$ cat src/design/usbpd_pkg.sv
package usbpd_pkg;

  // Capture geometry
  localparam int unsigned MAX_REG_BYTES = 64;
  localparam int unsigned PDO_SLOTS     = 7;
  localparam int unsigned POS_W         = $clog2(MAX_REG_BYTES + 1);
  localparam logic [POS_W-1:0] PDO_END_BYTE = POS_W'(4 * PDO_SLOTS);
  localparam logic [POS_W-1:0] MAX_POS      = POS_W'(MAX_REG_BYTES);

  // Length register
  localparam int unsigned LEN_W = 7;
  localparam logic [LEN_W-1:0] EXPECTED_LENGTH_RESET = 7'd29;

  // PDO type codes
  localparam logic [1:0] PDO_FIXED    = 2'd0;
  localparam logic [1:0] PDO_BATTERY  = 2'd1;
  localparam logic [1:0] PDO_VARIABLE = 2'd2;
  localparam logic [1:0] PDO_PPS      = 2'd3;

  // Result kinds
  localparam logic KIND_PDO     = 1'b0;
  localparam logic KIND_VERDICT = 1'b1;

  // Band for the first fixed PDO, millivolts
  localparam logic [15:0] VSAFE_MIN_MV = 16'd4750;
  localparam logic [15:0] VSAFE_MAX_MV = 16'd5250;

  // Output queue
  localparam int unsigned FIFO_DEPTH = 4;
  localparam int unsigned FIFO_PTR_W = $clog2(FIFO_DEPTH);

  // Decoded PDO
  typedef struct packed {
    logic [1:0]  pdo_type;
    logic [15:0] voltage_high_mv;
    logic [15:0] voltage_low_mv;
    logic [17:0] current_or_power;
    logic [6:0]  fixed_flags;
    logic        pdo_ok;
  } pdo_rec_t;

  // One result item
  typedef struct packed {
    logic        result_kind;
    logic        last_result;
    logic [2:0]  pdo_total;
    logic        register_valid;
    logic        caps_present;
    logic        pdo_ok;
    logic [6:0]  fixed_flags;
    logic [17:0] current_or_power;
    logic [15:0] voltage_low_mv;
    logic [15:0] voltage_high_mv;
    logic [1:0]  pdo_type;
    logic [2:0]  pdo_index;
  } result_t;

endpackage

$ cat src/design/usbpd_pdo_decode.sv
module usbpd_pdo_decode (
  input  logic [31:0]        pdo,
  input  logic [2:0]         idx,
  output usbpd_pkg::pdo_rec_t rec
);

  logic [1:0]  ptype;
  logic [9:0]  lo10;
  logic [9:0]  mid10;
  logic [9:0]  hi10;
  logic [15:0] vh;
  logic [15:0] vl;
  logic [17:0] cp;
  logic [6:0]  flags;
  logic        ok;

  assign ptype = pdo[31:30];
  assign lo10  = pdo[9:0];
  assign mid10 = pdo[19:10];
  assign hi10  = pdo[29:20];

  // Scale the fields by type and run the per-type check
  always_comb begin
    vh    = '0;
    vl    = '0;
    cp    = '0;
    flags = '0;
    ok    = 1'b0;
    case (ptype)
      usbpd_pkg::PDO_FIXED: begin
        vh    = 16'({6'd0, mid10} * 16'd50);
        cp    = 18'({8'd0, lo10} * 18'd10);
        flags = pdo[29:23];
        ok    = (vh != '0) && (cp != '0) &&
                ((idx != 3'd0) ||
                 ((vh >= usbpd_pkg::VSAFE_MIN_MV) && (vh <= usbpd_pkg::VSAFE_MAX_MV)));
      end
      usbpd_pkg::PDO_PPS: begin
        vh = 16'({8'd0, pdo[24:17]} * 16'd100);
        vl = 16'({8'd0, pdo[15:8]} * 16'd100);
        cp = 18'({11'd0, pdo[6:0]} * 18'd50);
        ok = (vl <= vh) && (vl != '0) && (vh != '0) && (cp != '0);
      end
      default: begin
        vh = 16'({6'd0, hi10} * 16'd50);
        vl = 16'({6'd0, mid10} * 16'd50);
        if (ptype == usbpd_pkg::PDO_BATTERY) begin
          cp = 18'({8'd0, lo10} * 18'd250);
        end else begin
          cp = 18'({8'd0, lo10} * 18'd10);
        end
        ok = (vl <= vh) && (vl != '0) && (vh != '0) && (cp != '0);
      end
    endcase
  end

  assign rec.pdo_type         = ptype;
  assign rec.voltage_high_mv  = vh;
  assign rec.voltage_low_mv   = vl;
  assign rec.current_or_power = cp;
  assign rec.fixed_flags      = flags;
  assign rec.pdo_ok           = ok;

endmodule

$ cat config.mk
export PLATFORM = sky130hd
export DESIGN_NAME = usbpd_pdo_decode
export DESIGN_NICKNAME = d
export VERILOG_FILES = /design/src/design/usbpd_pkg.sv /design/src/design/usbpd_pdo_decode.sv
export SDC_FILE = /design/constraint.sdc
export NUM_CORES = 1
export LEC_CHECK = 0
export BUFFER_PORTS_ARGS = -buffer_cell sky130_fd_sc_hd__buf_2
export CAP_MARGIN = 20
export CORE_MARGIN = 2
export CORE_UTILIZATION = 45
export DETAILED_ROUTE_END_ITERATION = 8
export PLACE_DENSITY = 0.76
export SLEW_MARGIN = 20
export SYNTH_ARGS = -nofsm -noshare
export SYNTH_HDL_FRONTEND = slang
export SYNTH_SLANG_ARGS = --single-unit
$ cat constraint.sdc
create_clock -name vclk -period 20.9
set_input_delay 4.18 -clock vclk [all_inputs]
set_output_delay 4.18 -clock vclk [all_outputs]
set_load 0.02 [all_outputs]
==> results of run 1 <==
stage by stage:
step,hold WS (ps),setup slack [ps],total power [uW],utilization (%),instances
2_1_floorplan,8470,8260,514,-,959
3_3_place_gp,8610,7720,662,49.4,1251
3_5_place_dp,8610,7630,674,49.4,1251
4_1_cts,8620,7600,680,49.4,1251
5_1_grt,8630,7380,761,49.4,1251
6_report,8610,7560,687,49.4,1251
logic make-up (layout without fill, tap and decap cells):
group / count (synthesis) / in the layout / share of synthesized area, %
mux: 16 / 16 / 2.14
simple gates: 209 / 209 / 14.4
compound gates: 249 / 249 / 22.4
other cells: 1 / 3 / 0.0475
xor+xnor: 42 / 42 / 4.66
fa+ha+maj: 271 / 271 / 47.6
buf+inv: 169 / 236 / 8.75
area by class of cell:
type                            count  area share [%]
Multi-Input combinational cell    790            84.8
Inverter                          142            6.27
Timing Repair Buffer               94            5.59
Tap cell                          225            3.31
critical path: cells and delay by family:
kind | cells | cell delay [ps]
buf+inv | 6 | 720
fa+ha+maj | 5 | 2440
mux | 1 | 160
simple gates | 3 | 700
compound gates | 4 | 960
layer usage:
metal  track usage [%]  vias up  wire length [um]
li1                  -     3616                 -
met1              31.9     3475              9690
met5                 0        -                 0
met2              40.2      278             10300
met3              1.83       54              1300
met4              6.02        0               601
cells in the final DEF, fill, tap and decap left out, types with 11 or more instances in the layout:
cell	synthesis	routed
a211oi_1	23	23
mux2i_1	12	12
o21a_1	12	12
nand3_1	11	11
buf_2	3	92
inv_1	138	138
a221oi_1	18	18
nand2_1	27	27
xnor2_1	30	30
xor2_1	12	12
nor2_1	59	59
a21oi_1	61	61
nor3_1	18	18
a22o_1	11	11
fa_1	49	49
ha_1	222	221
o21ai_0	30	30
and3_1	12	12
a21o_1	27	27
path summary, 6_finish.rpt:
path                 from      end  cells after the start
setup / recovery   pdo[5]   rec[0]                     19
hold / removal    pdo[31]  rec[59]                      2
power by group:
part	leakage, uW	switching (uW)	internal, uW	total (uW)
clock	0	0	0	0
combinational	0.00455	412	275	687
sequential	0	0	0	0
total	0.00455	412	275	687
==> results.md, run 1 <==
* Status: finished, final reports clean
* N_diodes at 0
* Vias at 7423
* Top Ports at 95
* Worst Path Arrival at 9160 ps
* Crit-path cells: buf_2 > inv_1 > fa_1 > fa_1 > inv_1 > fa_1 > inv_1 > fa_1 > inv_1 > ha_1 > or2_2 > a221oi_1 > a21oi_1 > mux2i_1 > nand3b_1 > nand4b_4 > a2111oi_4 > o211ai_2 > buf_2
* RePlAce Congestion at roughly 0.97
* Crit path time final at 13340 ps
* CP peak stage delay at 550 ps
* Nets at 1334
* Post CTS Setup Buffer Count at 0
* Antenna Nets Post-Route at 0
* Routed wire per std cell at about 17 um
* Die Y at approximately 140 um
* Max frequency at 75.0 MHz
* Share of cells above drive strength 1 at between 10% and 20%
* Core area at roughly 17000 um^2
* Clkbuf count at 0
* FF+latch area at 0 um^2
* Cts repair resizes at 0
* Hold-fix buffers, CTS at 0
* Final hold vios at 0
* Power density over the cells at 80.8 nW/um^2
* Top-count cell post-synth: ha_1
* Cell variety after synth at between 70 and 80
* Maximum VDD drop at 0.0620 mV
* Sequential fraction of the synthesis area at 0%
* Drc violations at 0
* First-pass GRT wire length at between 30000 and 40000 um
* Leakage at roughly 0.0046 uW
* Setup TNS at 0 ps
* Hpwl dp at 18700 um
* Fill cell count at 1715
* Num sequential at 0
* Critical path's slowest cell: fa_1
* CP startpoint kind: input pin
* Synth top area share at 35.2%
* Actual slew at the worst max-slew pin at between 1000 and 1500 ps
* Mean Syn Cell Area at 8.25 um^2
* Die area at roughly 19000 um^2
* Initial antenna violation count at 0
* Vias per cell at just under 6
* Critical Path RT at between 15000 and 20000 ps
* Starting Density at 45.8%
* Slew Limit Fails at 0
* First drt pass iteration count at 5
* Yosys warnings at 0
* Die Width at 136 um
* Number of max-cap violations at 0
* Multi-input gate area at just over 7000 um^2
* RSZ-0062 raised after global routing: false
* Gr usage total at 23.5%
* Crit-path max FO at 8
* Cells after synthesis at 957
* Hold/Removal Path Class: in -> out
* Setup-failing EPs final at 0
* Largest net degree at the start of global routing at slightly below 60
* Synth area leaders: ha_1 (35%), fa_1 (12%), inv_1 (6.6%)
* Final Cycle Share at 63.8%
* Placed cell area at ~8500 um^2
* IO buf count at 92
* Final Cell Area at 8510 um^2
* Slew Limit Headroom at between 20% and 30%
* Row count at 48
* Wirelength, routed at 21900 um
* Synth Cell Area at 7900 um^2
* Commonest cells in the netlist: ha_1 (222), inv_1 (138), a21oi_1 (61)
* Initial drt markers at 560
* Crit. End Element: output port
* Grt total ovfl at 0
* Vias in the first global route at 7255
* Synth area leader: ha_1
* Kind of critical path: in -> out
* Area Growth Syn to Fin at 7.72%
No activity file was read; power rests on OpenSTA's default activity.
==> inputs of run 2 (changes only) <==
==> constraint.sdc (replaced) <==
create_clock -name vclk -period 13.75
set_input_delay 2.75 -clock vclk [all_inputs]
set_output_delay 2.75 -clock vclk [all_outputs]
set_load 0.02 [all_outputs]
==> run 2 against run 1 <==
Sequential share of layout area is the same. Global-route usage down 0.27 points. Design area unchanged.
==> results.md, run 2 (synthesis results as in run 1) <==
* Kind of critical path: in -> out
* Initial antenna violation count at 0 (unchanged)
* Crit. End Element: output port
* CP startpoint kind: input pin
* First drt pass iteration count at 7 (+2)
* Leakage at 0.00455 uW (unchanged)
* Most common cell after layout, fill and taps aside: ha_1
* First-pass GRT wire length at 35000 um (-1.5%)
* Wirelength, routed at 21700 um (-0.84%)
* Actual slew at the worst max-slew pin at 1100 ps (-8.45 ps)
* Final core utilization at 49.4% (unchanged)
* Setup-failing EPs final at 0 (unchanged)
* Wl on met1 at 9860 um (+1.8%)
* Most frequent cells in the layout: ha_1 (221), inv_1 (138), buf_2 (92)
* Sequential power share at 0% (unchanged)
* Area Growth Syn to Fin at 7.72% (unchanged)
* Grt total ovfl at 0 (unchanged)
* Final hold vios at 0 (unchanged)
* Power share of the combinational group at 100.0% (about the same)
* Slew Limit Fails at 0 (unchanged)
* Status: finished, final reports clean
* Post CTS Setup Buffer Count at 0 (unchanged)
* Maximum VDD drop at 0.0875 mV (+41%)
* Drc violations at 0 (unchanged)
* Max frequency at approximately 96 MHz
* Die Width at 136 um (unchanged)
* Met2 Wirelength at 10400 um (+1.2%)
* Slew Limit Headroom at 26.7% (+0.57 points)
* Final Cell Area at 8510 um^2 (unchanged)
* Routed wire per std cell at 17.3 um (-0.84%)
* Top routing layer in use: met4
* Gr usage total at 23.3% (-0.27 points)
* Top Ports at 95 (unchanged)
* Min-delay src: pdo[31]
* Antenna Nets Post-Route at 0 (unchanged)
* IO buf count at 92 (unchanged)
* Row count at 48 (unchanged)
* Hold EP: rec[59]
* Worst Path Arrival at 7690 ps (-1470 ps)
* Largest net degree at the start of global routing at 59 (unchanged)
* Die area at 18600 um^2 (unchanged)
* Final Cycle Share at 75.9%
* Nets at 1334 (unchanged)
* Number of max-cap violations at 0 (unchanged)
* Worst Hold Slack at 5750 ps (-2860 ps)
* Switching share of power at 60.1% (about the same)
* Initial drt markers at 603 (+7.7%)
* RSZ-0062 raised after global routing: false
* Die Y at 136 um (unchanged)
* Sw Pwr at 627 uW (+52%)
* Hold-fix buffers, CTS at 0 (unchanged)
* RePlAce Congestion at 0.993 (+2.0%)
* Core area at 17200 um^2 (unchanged)
* Setup TNS at 0 ps (unchanged)
* Vias at 7435 (+0.16%)
* Vias per cell at 5.94 (+0.16%)
* Hpwl dp at 18400 um (-1.7%)
* Min-Delay Path Depth at 2 (unchanged)
* Clock share of power at 0% (unchanged)
* Vias in the first global route at 7036 (-3.0%)
* Starting Density at 45.8% (unchanged)
* Crit-path max FO at 8 (unchanged)
* Metal3 WL at 1040 um (-20%)
* Crit path time final at 10440 ps
* Num sequential at 0 (unchanged)
* Share of cells above drive strength 1 at 11.9% (unchanged)
* FF+latch area at 0 um^2 (unchanged)
* Pint at 417 uW (+52%)
* Fill cell count at 1672 (-2.5%)
* Hold/Removal Path Class: in -> out
* N_diodes at 0 (unchanged)
* Clkbuf count at 0 (unchanged)
* Power density over the cells at 123 nW/um^2 (+52%)
* Cts repair resizes at 0 (unchanged)
* Placed cell area at 8510 um^2 (unchanged)
* Critical Path RT at 11000 ps (-5720 ps)
-- run 2: cell counts in the layout (fill, tap and decap cells not counted) --
Identical to the previous run, type by type.
-- run 2: how the worst max path moves through the flow --
stage	startpoint	to	cells after the start
detailed placement	pdo[5]	rec[0]	19
CTS	pdo[5]	rec[0]	19
global route	pdo[5]	rec[0]	19
global placement	pdo[5]	rec[0]	19
floorplan	pdo[5]	rec[0]	18
finish	pdo[5]	rec[0]	19
-- run 2: per-stage QoR --
stage | worst slack, ps | cells | total power [uW]
after global routing | 3040 | 1251 | 1160
final | 3310 | 1251 | 1040
after global placement | 3440 | 1251 | 1010
after CTS | 3330 | 1251 | 1030
after detailed placement | 3350 | 1251 | 1020
after floorplan | 3970 | 959 | 782
-- run 2: worst max-delay path, stage by stage --
cell       delay, ps
buf_2            210
inv_1            170
fa_1             500
fa_1             560
inv_1             60
fa_1             550
inv_1             60
fa_1             500
inv_1             40
ha_1             340
or2_2            320
a221oi_1         300
a21oi_1          130
mux2i_1          160
nand3b_1         160
nand4b_4         190
a2111oi_4        330
o211ai_2         180
buf_2            190
-- run 2: cell type report --
cell class                      instances  area [um^2]  share of cell area (%)
Timing Repair Buffer                   94          475                    5.59
Multi-Input combinational cell        790         7220                    84.8
Inverter                              142          533                    6.27
Tap cell                              225          282                    3.31
-- run 2: power groups by stage --
stage          logic [uW]  clock network (uW)  registers [uW]
3_5_place_dp         1020                   0               0
6_report             1040                   0               0
2_1_floorplan         782                   0               0
5_1_grt              1160                   0               0
4_1_cts              1030                   0               0
3_3_place_gp         1010                   0               0
-- run 2: routing by layer --
layer	track usage, %	up-vias
li1	-	3610
met1	32.5	3502
met2	40.1	279
met3	0.895	44
met4	4.05	0
met5	0	-
==> inputs of run 3 (changes only) <==
==> constraint.sdc (replaced) <==
create_clock -name vclk -period 10
set_input_delay 2 -clock vclk [all_inputs]
set_output_delay 2 -clock vclk [all_outputs]
set_load 0.02 [all_outputs]
==> run 3 against run 2 <==
Largest power group unchanged. Utilization hardly changed. Wire length is 0.81% higher. Non-clock buffer count is 1 higher. Sequential cell count stayed put. Sequential share of layout area stayed put. Worst hold slack worse by 1500 ps. Combinational power is 38% higher. Worst setup slack worse by 2300 ps. Critical path type unchanged. Clock-buffer cell count stayed put.
==> results.md, run 3 (synthesis results as in run 1) <==
* Num sequential at 0 (unchanged)
* Kind of critical path: in -> out
* Maximum VDD drop at 0.122 mV (+40%)
* Vias per cell at 5.91 (-0.56%)
* Critical path's slowest cell: fa_1
* Wirelength, routed at 21900 um (+0.81%)
* Slew Limit Fails at 0 (unchanged)
* Row count at 48 (unchanged)
* Wl on met1 at 9730 um (-1.3%)
* Power share of the combinational group at 100.0% (about the same)
* Nets at 1335 (+0.075%)
* Number of max-cap violations at 0 (unchanged)
* Setup-failing EPs final at 0 (unchanged)
* Crit-path cells: buf_2 > inv_1 > fa_1 > fa_1 > inv_1 > fa_1 > inv_1 > fa_1 > inv_1 > ha_1 > or2_2 > a221oi_1 > a21oi_1 > mux2i_1 > nand3b_1 > nand4b_4 > a2111oi_4 > o211ai_2 > buf_2
* Actual slew at the worst max-slew pin at 1130 ps (+38.2 ps)
* Drc violations at 0 (unchanged)
* Metal3 WL at 1340 um (+29%)
* Largest net degree at the start of global routing at 59 (unchanged)
* IO buf count at 92 (unchanged)
* Crit-path max FO at 8 (unchanged)
* Clkbuf count at 0 (unchanged)
* First drt pass iteration count at 5 (-2)
* Clock share of power at 0% (unchanged)
* Final Cell Area at 8510 um^2 (about the same)
* Slew Limit Headroom at 24.1% (-2.6 points)
* Die area at 18600 um^2 (unchanged)
* Most frequent cells in the layout: ha_1 (221), inv_1 (138), buf_2 (92)
* Initial antenna violation count at 1 (+1)
* Pint at 575 uW (+38%)
* CP delay by family, top: adder cells
* CP peak stage delay at 540 ps (-20 ps)
* Vias at 7399 (-0.48%)
* Switching share of power at 60.0% (about the same)
* Final hold vios at 0 (unchanged)
* N_diodes at 0 (unchanged)
* Sequential power share at 0% (unchanged)
* Power density over the cells at 169 nW/um^2 (+38%)
* Antenna Nets Post-Route at 0 (unchanged)
* Die Y at 136 um (unchanged)
* Area Growth Syn to Fin at 7.81% (about the same)
* Placed cell area at 8510 um^2 (about the same)
* Final WS setup at 1050 ps (-2260 ps)
* Met2 Wirelength at 10300 um (-1.2%)
* Setup TNS at 0 ps (unchanged)
* Final Cycle Share at 89.5%
* Gr usage total at 23.4% (+0.13 points)
* Starting Density at 45.8% (unchanged)
* Leakage at 0.00456 uW (+0.10%)
* Crit path time final at 8950 ps
* Final core utilization at 49.4% (about the same)
* First-pass GRT wire length at 35300 um (+0.97%)
* Status: finished, final reports clean
* Pre-CTS WS at 1070 ps (-2280 ps)
* CP startpoint kind: input pin
* Top Ports at 95 (unchanged)
* Worst Path Arrival at 6950 ps (-740 ps)
* Post CTS Setup Buffer Count at 0 (unchanged)
* Core area at 17200 um^2 (unchanged)
* Critical Path RT at 8000 ps (-3000 ps)
* Routed wire per std cell at 17.5 um (+0.73%)
* Grt total ovfl at 0 (unchanged)
* Vias in the first global route at 7109 (+1.0%)
* CP Buf/Inv Count at 6 (unchanged)
* Hpwl dp at 18500 um (+0.50%)
* RePlAce Congestion at 0.952 (-4.1%)
* FF+latch area at 0 um^2 (unchanged)
* Crit. End Element: output port
* Cts repair resizes at 0 (unchanged)
* Hold-fix buffers, CTS at 0 (unchanged)
* Die Width at 136 um (unchanged)
* Max frequency at 112 MHz
* RSZ-0062 raised after global routing: false
* Initial drt markers at 531 (-12%)
* Top routing layer in use: met4
* Total power draw at 1440 uW (+38%)
* Hold/Removal Path Class: in -> out
* Most common cell after layout, fill and taps aside: ha_1
* Share of cells above drive strength 1 at 12.0% (+0.086 points)
* Sw Pwr at 863 uW (+38%)
## run 3: power groups by stage
stage	registers, uW	clock network [uW]	logic, uW
2_1_floorplan	0	0	1070
3_3_place_gp	0	0	1380
3_5_place_dp	0	0	1410
4_1_cts	0	0	1420
5_1_grt	0	0	1600
6_report	0	0	1440
## run 3: path summary, 6_finish.rpt
kind              slack (ps)       to  depth (start not counted)    start
setup / recovery        1050   rec[0]                         19   pdo[5]
hold / removal          4250  rec[59]                          2  pdo[31]
## run 3: stage by stage
step                      hold WS, ps  std cells
after floorplan                  4110        959
after global placement           4250       1252
after detailed placement         4250       1252
after CTS                        4250       1252
after global routing             4270       1252
final                            4250       1252
## run 3: final cells by class
class	count	area (um^2)
repair buffers	95	483
inverters	142	533
multi-input cells	790	7220
well taps	225	282
fillers	1700	8720
## run 3: routing by layer
metal | vias to the layer above | track usage [%]
li1 | 3609 | -
met1 | 3478 | 32.1
met2 | 259 | 40.5
met3 | 53 | 1.12
met4 | 0 | 4.75
met5 | - | 0
